$ cat src/hdl/assert_macros.svh
// ----------------------------------------------------------------------------
// Assertion macros
// Wrappers for concurrent assertions. They reduce to nothing for synthesis.
// ----------------------------------------------------------------------------
`ifndef ASSERT_MACROS_SVH
`define ASSERT_MACROS_SVH

`ifndef SYNTHESIS
// When ante holds at a clock edge, cons must hold at the same edge.
`define ASSERT_IMPL(label, clk, rst_n, ante, cons) \
	label: assert property (@(posedge clk) disable iff (!rst_n) (ante) |-> (cons)) \
		else $error("same-cycle implication failed");
// When ante holds at a clock edge, cons must hold at the next edge.
`define ASSERT_NEXT(label, clk, rst_n, ante, cons) \
	label: assert property (@(posedge clk) disable iff (!rst_n) (ante) |=> (cons)) \
		else $error("next-cycle implication failed");
`else
`define ASSERT_IMPL(label, clk, rst_n, ante, cons)
`define ASSERT_NEXT(label, clk, rst_n, ante, cons)
`endif

`endif

$ cat src/hdl/dllm_pkg.sv
// ----------------------------------------------------------------------------
// Linked list manager package
// Node id sizes, action codes and the request and result beat formats.
// ----------------------------------------------------------------------------
`default_nettype none

package dllm_pkg;

	localparam int NODES = 64;
	localparam int NW    = $clog2(NODES);
	localparam int IDW   = $clog2(NODES + 1);

	// Node id value that stands for "no node".
	localparam logic [IDW-1:0] NONE_ID = IDW'(NODES);

	typedef enum logic [2:0] {
		ACT_ADD_HEAD = 3'd0,
		ACT_ADD_TAIL = 3'd1,
		ACT_REMOVE   = 3'd2,
		ACT_POP_HEAD = 3'd3,
		ACT_POP_TAIL = 3'd4,
		ACT_MOVE     = 3'd5,
		ACT_QUERY    = 3'd6
	} action_t;

	typedef struct packed {
		logic [2:0] action;
		logic [5:0] node;
	} req_t;

	typedef struct packed {
		logic [6:0] node_out;
		logic       ok;
		logic       empty_res;
		logic [6:0] length;
		logic [6:0] head_node;
	} res_t;

endpackage

`default_nettype wire

$ cat src/hdl/dllm_core.sv
// ----------------------------------------------------------------------------
// List state and update logic
// Holds links, head, tail, count and listed flags; computes one action.
// ----------------------------------------------------------------------------
`default_nettype none

module dllm_core (
	input  wire logic                  clk,
	input  wire logic                  arst_n,
	input  wire logic                  en,
	input  wire logic                  ld,
	input  wire logic [dllm_pkg::NW-1:0] ld_node,
	input  wire dllm_pkg::req_t        req_in,
	output dllm_pkg::res_t             res_next
);
	import dllm_pkg::*;

	typedef struct packed {
		logic            we;
		logic [NW-1:0]   addr;
		logic [IDW-1:0]  data;
	} lwr_t;

	logic [IDW-1:0] next_q [NODES];
	logic [IDW-1:0] prev_q [NODES];
	logic [NODES-1:0] listed_q;
	logic [IDW-1:0] head_q;
	logic [IDW-1:0] tail_q;
	logic [IDW-1:0] count_q;

	logic [NW-1:0]  n;
	logic [IDW-1:0] n_id;
	logic [NW-1:0]  hi;
	logic [NW-1:0]  ti;
	logic           head_v;
	logic           tail_v;
	logic           is_listed;
	logic           n_is_head;
	logic           n_is_tail;
	logic [IDW-1:0] n_prev;
	logic [IDW-1:0] n_next;
	logic [IDW-1:0] head_nxt_lnk;
	logic [IDW-1:0] tail_prv_lnk;

	lwr_t           nx_w0, nx_w1, pv_w0, pv_w1;
	logic [IDW-1:0] head_d, tail_d, count_d;
	logic           lst_set, lst_clr;
	logic [NW-1:0]  lst_idx;
	logic [IDW-1:0] popped;
	logic           ok;
	logic           u_do;
	logic [NW-1:0]  u_idx;
	logic [IDW-1:0] u_p, u_q;

	logic [NW-1:0]  h_ld;
	logic [NW-1:0]  t_ld;
	logic [IDW-1:0] nxt_n_d, prv_n_d, nxt_h_d, prv_t_d;
	logic           lst_n_d;
	logic [IDW-1:0] nxt_n_s1, prv_n_s1, nxt_h_s1, prv_t_s1;
	logic           lst_n_s1;

	// Links of the head's prev and the tail's next are not relied on; they are
	// taken as "none" from the head and tail pointers, so no write need clear them.
	always_comb begin
		n            = req_in.node;
		n_id         = {1'b0, n};
		hi           = head_q[NW-1:0];
		ti           = tail_q[NW-1:0];
		head_v       = (head_q != NONE_ID);
		tail_v       = (tail_q != NONE_ID);
		is_listed    = lst_n_s1;
		n_is_head    = (head_q == n_id);
		n_is_tail    = (tail_q == n_id);
		n_prev       = n_is_head ? NONE_ID : prv_n_s1;
		n_next       = n_is_tail ? NONE_ID : nxt_n_s1;
		head_nxt_lnk = (head_q == tail_q) ? NONE_ID : nxt_h_s1;
		tail_prv_lnk = (head_q == tail_q) ? NONE_ID : prv_t_s1;
	end

	always_comb begin
		nx_w0   = '0;
		nx_w1   = '0;
		pv_w0   = '0;
		pv_w1   = '0;
		head_d  = head_q;
		tail_d  = tail_q;
		count_d = count_q;
		lst_set = 1'b0;
		lst_clr = 1'b0;
		lst_idx = n;
		popped  = NONE_ID;
		ok      = 1'b0;
		u_do    = 1'b0;
		u_idx   = n;
		u_p     = NONE_ID;
		u_q     = NONE_ID;

		case (action_t'(req_in.action))
			ACT_ADD_HEAD: begin
				if (!is_listed) begin
					ok      = 1'b1;
					pv_w0   = '{we: head_v, addr: hi, data: n_id};
					nx_w0   = '{we: 1'b1, addr: n, data: head_q};
					head_d  = n_id;
					if (!tail_v)
						tail_d = n_id;
					lst_set = 1'b1;
					count_d = count_q + IDW'(1);
				end
			end
			ACT_ADD_TAIL: begin
				if (!is_listed) begin
					ok      = 1'b1;
					nx_w0   = '{we: tail_v, addr: ti, data: n_id};
					pv_w0   = '{we: 1'b1, addr: n, data: tail_q};
					tail_d  = n_id;
					if (!head_v)
						head_d = n_id;
					lst_set = 1'b1;
					count_d = count_q + IDW'(1);
				end
			end
			ACT_REMOVE: begin
				if (is_listed) begin
					ok    = 1'b1;
					u_do  = 1'b1;
					u_idx = n;
					u_p   = n_prev;
					u_q   = n_next;
				end
			end
			ACT_POP_HEAD: begin
				if (head_v) begin
					ok     = 1'b1;
					popped = head_q;
					u_do   = 1'b1;
					u_idx  = hi;
					u_p    = NONE_ID;
					u_q    = head_nxt_lnk;
				end
			end
			ACT_POP_TAIL: begin
				if (tail_v) begin
					ok     = 1'b1;
					popped = tail_q;
					u_do   = 1'b1;
					u_idx  = ti;
					u_p    = tail_prv_lnk;
					u_q    = NONE_ID;
				end
			end
			ACT_MOVE: begin
				if (is_listed) begin
					ok = 1'b1;
					// A listed node that is not the head always has a predecessor.
					if (!n_is_head) begin
						nx_w0 = '{we: 1'b1, addr: n_prev[NW-1:0], data: n_next};
						if (n_next != NONE_ID)
							pv_w0 = '{we: 1'b1, addr: n_next[NW-1:0], data: n_prev};
						else
							tail_d = n_prev;
						pv_w1  = '{we: 1'b1, addr: hi, data: n_id};
						nx_w1  = '{we: 1'b1, addr: n, data: head_q};
						head_d = n_id;
					end
				end
			end
			ACT_QUERY: begin
				ok = 1'b1;
			end
			default: begin
				ok = 1'b0;
			end
		endcase

		if (u_do) begin
			if (u_p != NONE_ID)
				nx_w0 = '{we: 1'b1, addr: u_p[NW-1:0], data: u_q};
			else
				head_d = u_q;
			if (u_q != NONE_ID)
				pv_w0 = '{we: 1'b1, addr: u_q[NW-1:0], data: u_p};
			else
				tail_d = u_p;
			count_d = count_q - IDW'(1);
			lst_clr = 1'b1;
			lst_idx = u_idx;
		end
	end

	// The links an action needs are read when its request beat is taken. The
	// head and tail it will see are those left by the action that completes in
	// the same cycle, and that action's writes are passed straight through.
	always_comb begin
		h_ld    = en ? head_d[NW-1:0] : hi;
		t_ld    = en ? tail_d[NW-1:0] : ti;
		nxt_n_d = next_q[ld_node];
		nxt_h_d = next_q[h_ld];
		prv_n_d = prev_q[ld_node];
		prv_t_d = prev_q[t_ld];
		lst_n_d = listed_q[ld_node];
		if (en) begin
			if (nx_w0.we && nx_w0.addr == ld_node)
				nxt_n_d = nx_w0.data;
			if (nx_w1.we && nx_w1.addr == ld_node)
				nxt_n_d = nx_w1.data;
			if (nx_w0.we && nx_w0.addr == h_ld)
				nxt_h_d = nx_w0.data;
			if (nx_w1.we && nx_w1.addr == h_ld)
				nxt_h_d = nx_w1.data;
			if (pv_w0.we && pv_w0.addr == ld_node)
				prv_n_d = pv_w0.data;
			if (pv_w1.we && pv_w1.addr == ld_node)
				prv_n_d = pv_w1.data;
			if (pv_w0.we && pv_w0.addr == t_ld)
				prv_t_d = pv_w0.data;
			if (pv_w1.we && pv_w1.addr == t_ld)
				prv_t_d = pv_w1.data;
			if ((lst_set || lst_clr) && lst_idx == ld_node)
				lst_n_d = lst_set;
		end
	end

	always_comb begin
		res_next.node_out  = popped;
		res_next.ok        = ok;
		res_next.empty_res = (count_d == '0);
		res_next.length    = count_d;
		res_next.head_node = head_d;
	end

	always_ff @(posedge clk) begin
		if (en) begin
			if (nx_w0.we)
				next_q[nx_w0.addr] <= nx_w0.data;
			if (nx_w1.we)
				next_q[nx_w1.addr] <= nx_w1.data;
			if (pv_w0.we)
				prev_q[pv_w0.addr] <= pv_w0.data;
			if (pv_w1.we)
				prev_q[pv_w1.addr] <= pv_w1.data;
		end
		if (ld) begin
			nxt_n_s1 <= nxt_n_d;
			nxt_h_s1 <= nxt_h_d;
			prv_n_s1 <= prv_n_d;
			prv_t_s1 <= prv_t_d;
			lst_n_s1 <= lst_n_d;
		end
	end

	always_ff @(posedge clk or negedge arst_n) begin
		if (!arst_n) begin
			head_q   <= NONE_ID;
			tail_q   <= NONE_ID;
			count_q  <= '0;
			listed_q <= '0;
		end else if (en) begin
			head_q  <= head_d;
			tail_q  <= tail_d;
			count_q <= count_d;
			if (lst_set)
				listed_q[lst_idx] <= 1'b1;
			if (lst_clr)
				listed_q[lst_idx] <= 1'b0;
		end
	end

endmodule

`default_nettype wire

$ cat config.mk
export PLATFORM = sky130hd
export DESIGN_NAME = dllm_core
export DESIGN_NICKNAME = d
export VERILOG_FILES = /design/src/hdl/assert_macros.svh /design/src/hdl/dllm_pkg.sv /design/src/hdl/dllm_core.sv
export SDC_FILE = /design/constraint.sdc
export NUM_CORES = 2
export LEC_CHECK = 0
export BUFFER_PORTS_ARGS = -buffer_cell sky130_fd_sc_hd__buf_2
export CAP_MARGIN = 20
export CORE_UTILIZATION = 45
export DETAILED_ROUTE_END_ITERATION = 8
export SLEW_MARGIN = 20
export SYNTH_ARGS = -nofsm -noshare
export SYNTH_HDL_FRONTEND = slang
export SYNTH_SLANG_ARGS = --single-unit
$ cat constraint.sdc
create_clock -name clk -period 5.1 [get_ports clk]
set_clock_uncertainty 0.05 [all_clocks]
set_input_delay 0.765 -clock clk [delete_from_list [all_inputs] [get_ports clk]]
set_output_delay 0.765 -clock clk [all_outputs]
set_load 0.05 [all_outputs]
==> flow_summary.ini <==
[yosys]
async_flop_share_pct = 8.416
synth_top_cells_by_area = edfxtp_1 (43%), mux4_2 (12%), nand2_1 (6.7%)
synthTopCellsByCount = nand2_1 (1074), edfxtp_1 (861), a21oi_1 (622)
synth_edf_count = 861
synth_top_family_by_area = compound AO/OA/AOI/OAI gates
postSynthAreaPerCell_um2 = 10.04
ys_types = 100
synth_flop_cell = edfxtp_1
ys_seq_elements = 1010
synthMuxAreaShare_pct = 14.20
synth_compound_area_share_pct = 16.55
synth_xor_area_share_pct = 1.101
synth_area_mm2 = 0.06045
syn-num-nets = 6039
yosys_warnings = 0
synthAdderAreaFrac_pct = 0.04140
synth_top_area_share_pct = 42.77
synthSimpleGateAreaFrac_pct = 15.43
synth_seq_area_share_pct = 48.42
synth.largest_area_cell = edfxtp_1
netlist_instances = 6018
synth_most_common_cell = nand2_1

[cells_and_area]
seq_area_mm2 = 0.02927
fin_cells = 7906
fin_area_mm2 = 0.06855
area_growth_pct = 13.42
drive_above_1_share_pct = 17.73
multi_input_area_mm2 = 0.02903
final_util_pct = 51.43
fin_nets = 6056
fill_cells = 12010

[power]
ir_drop_mv = 0.2965
cellLeakagePower_nw = 24.31
power_mw = 24.59
p_per_area_mw_per_mm2 = 358.7

[sta]
rsz0062_at_grt = no
setup_viol = 0
report.final.slew_viol_count = 0
worst_slew_pin_slew_ns = 1.238
finalCritPeriodShare_pct = 99.36
hold_slack_ns = 0.3108
fmax_mhz = 197.3
relSlewSlack_pct = 17.46
min_period_ns = 5.067
hold_viol_final = 0

[floorplan]
io_pins = 42
rows = 134
die_h_um = 368.5
die_w_um = 368.5
start_util_pct = 45.35
die-area_mm2 = 0.1358
core_area_mm2 = 0.1333

[grt]
gr-usage-met2_pct = 53.25
overflow = 0
grt_use_total_pct = 37.39
use_met3_pct = 11.47
grt_pass1_wl_mm = 368.4
gr-usage-met1_pct = 52.56
grt.busiest_layer = met2
grt_pass1_vias = 49430
antenna_found_initial = 9
grt_max_degree = 67

[placed_design]
gp_congestion = 1.052
dp.cells = 7688
placement.io_buffers = 41
place_area_mm2 = 0.06480
post-dp-hpwl_mm = 177.0

[detailed_routing]
routedWlPerCell_um = 32.92
ant_nets = 0
vias_per_cell = 6.997
initialDrtViolationCount = 10010
firstDrtPassIters = 6
routed_wl_mm = 260.3
drc = 0
via_count = 55320

[critical_path]
crit_required_ns = 5.63
slowest_delay_ns = 0.65
path_class = flip-flop to flip-flop
cp_cell_sequence = nor4b_4 -> a21boi_2 -> o31ai_2 -> a221oi_2 -> buf_4 -> or3_1 -> nand2_1 -> inv_1 -> buf_4 -> nor2_2 -> nand3_1 -> a211oi_1 -> nor4_1 -> buf_4 -> a221oi_1
worstPathArrival_ns = 5.60
critPathBufInv = 4
regToRegStartpoint = head_q[6]
start_kind = flip-flop
critPathMaxFanout = 12
crit_top_cell = buf_4
cp_slowest_cell = dfstp_2
worst_setup_path_end_kind = flip-flop
startpoint = head_q[6]
path_delay_family = simple AND/OR/NAND/NOR gates

[status]
status = finished clean

[clocking]
cts_buffers = 112
clock_path_buffers = 3
tritoncts = yes
ctsRootBufferMaster = clkbuf_16
cts.htree.levels = 3
clock_latency_ns = 0.77
clk_pin_slew_worst_paths_ns = 0.06
cts.sinks = 1010

[min_path]
hp-class = primary input to flip-flop
hold_start = en

[job]
cap_viol_max_count = 0
layout make-up:
type                       count  share of cell area (%)
antenna                        7                 0.02555
clock buffer                 146                   4.380
clock inverter                64                   1.006
inverter                      34                  0.2044
multi-input combinational   4381                   42.34
sequential                  1010                   42.69
tap                         1768                   3.227
timing repair buffer         496                   6.129
per-layer routing:
| layer | vias up | wire length [um] | share of wire (%) |
|---|---|---|---|
| li1 | 22840 | - | - |
| met1 | 27060 | 99190 | 38 |
| met2 | 4700 | 109000 | 42 |
| met3 | 712 | 39320 | 15 |
| met4 | 12 | 12680 | 4.9 |
| met5 | - | 77 | 0.030 |
report_power, final:
part / total (mW) / internal, mW / switching (mW)
sequential: 9.58 / 9.24 / 0.333
combinational: 6.69 / 2.13 / 4.56
clock: 8.33 / 4.68 / 3.65
per-stage QoR:
step / setup slack (ns) / TNS (ns)
after CTS: 0.04211 / 0
after detailed placement: -0.3379 / -0.6879
after floorplan: 0.2508 / 0
final: 0.03278 / 0
after global placement: -0.1984 / -0.4631
after global routing: 0.004478 / 0
state kept, by name, summed over array words and instances, names as in the netlist:
signal and flops:
listed_q 64, nxt_n_s1 7, nxt_h_s1 7, prev_q 448, is_listed 1, head_q 7
prv_n_s1 7, count_q 7, tail_q 7, prv_t_s1 7, next_q 448
timing repair:
item                                    in CTS  in global routing
endpoints found under the setup margin       0                  5
resized for setup                            0                  7
setup buffers                                0                  0
hold buffers                                 1                  0
endpoints found under the hold margin       32                  0
cell usage in the layout (no fill, tap or decap), types with 12 or more instances in the layout:
cell and n:
clkbuf_1 29, xnor2_1 50, nor2_1 545, a221oi_1 27, nand3_1 303, xor2_1 26
nand2_1 1061, o211ai_1 12, nor4_2 12, nor4_1 14, o211a_1 13, o21ai_1 12
edfxtp_1 861, nor3_1 22, buf_12 44, a31oi_1 49, dfrtp_1 83, clkbuf_16 114
a22oi_1 23, o21ai_0 241, a21oi_1 619, a22o_1 31, clkinv_1 20, mux2i_1 144
nand4_1 54, and2_1 20, a211oi_1 21, a311oi_1 15, buf_4 413, a32oi_1 44
o22ai_1 422, mux4_2 314, inv_1 26, or2_2 12, clkinv_2 18, and3_1 50
buf_2 36, dfxtp_1 64
final timing paths:
kind                                to  slack, ns  depth (start not counted)
setup / recovery           prv_t_s1[4]       0.03                         15
hold / removal               head_q[6]       0.31                          3
setup reg to reg           prv_t_s1[4]       0.03                         15
hold reg to reg             count_q[6]       0.44                          1
max in group asynchronous    head_q[1]       3.43                          3
min in group asynchronous  listed_q[3]       0.49                          2
cells by family after synthesis:
group                    count (synthesis)
multiplexers                           463
adder cells (fa/ha/maj)                  2
AO/OA/AOI/OAI                         1653
flip-flops                            1010
XOR/XNOR                                76
AND/OR/NAND/NOR                       2187
buffers and inverters                  627
tightest hold or removal path, cell delays in order:
cell    delay, ns
buf_2        0.19
nor2_1       0.11
nor2_1       0.05
No activity file was read; power rests on OpenSTA's default activity.
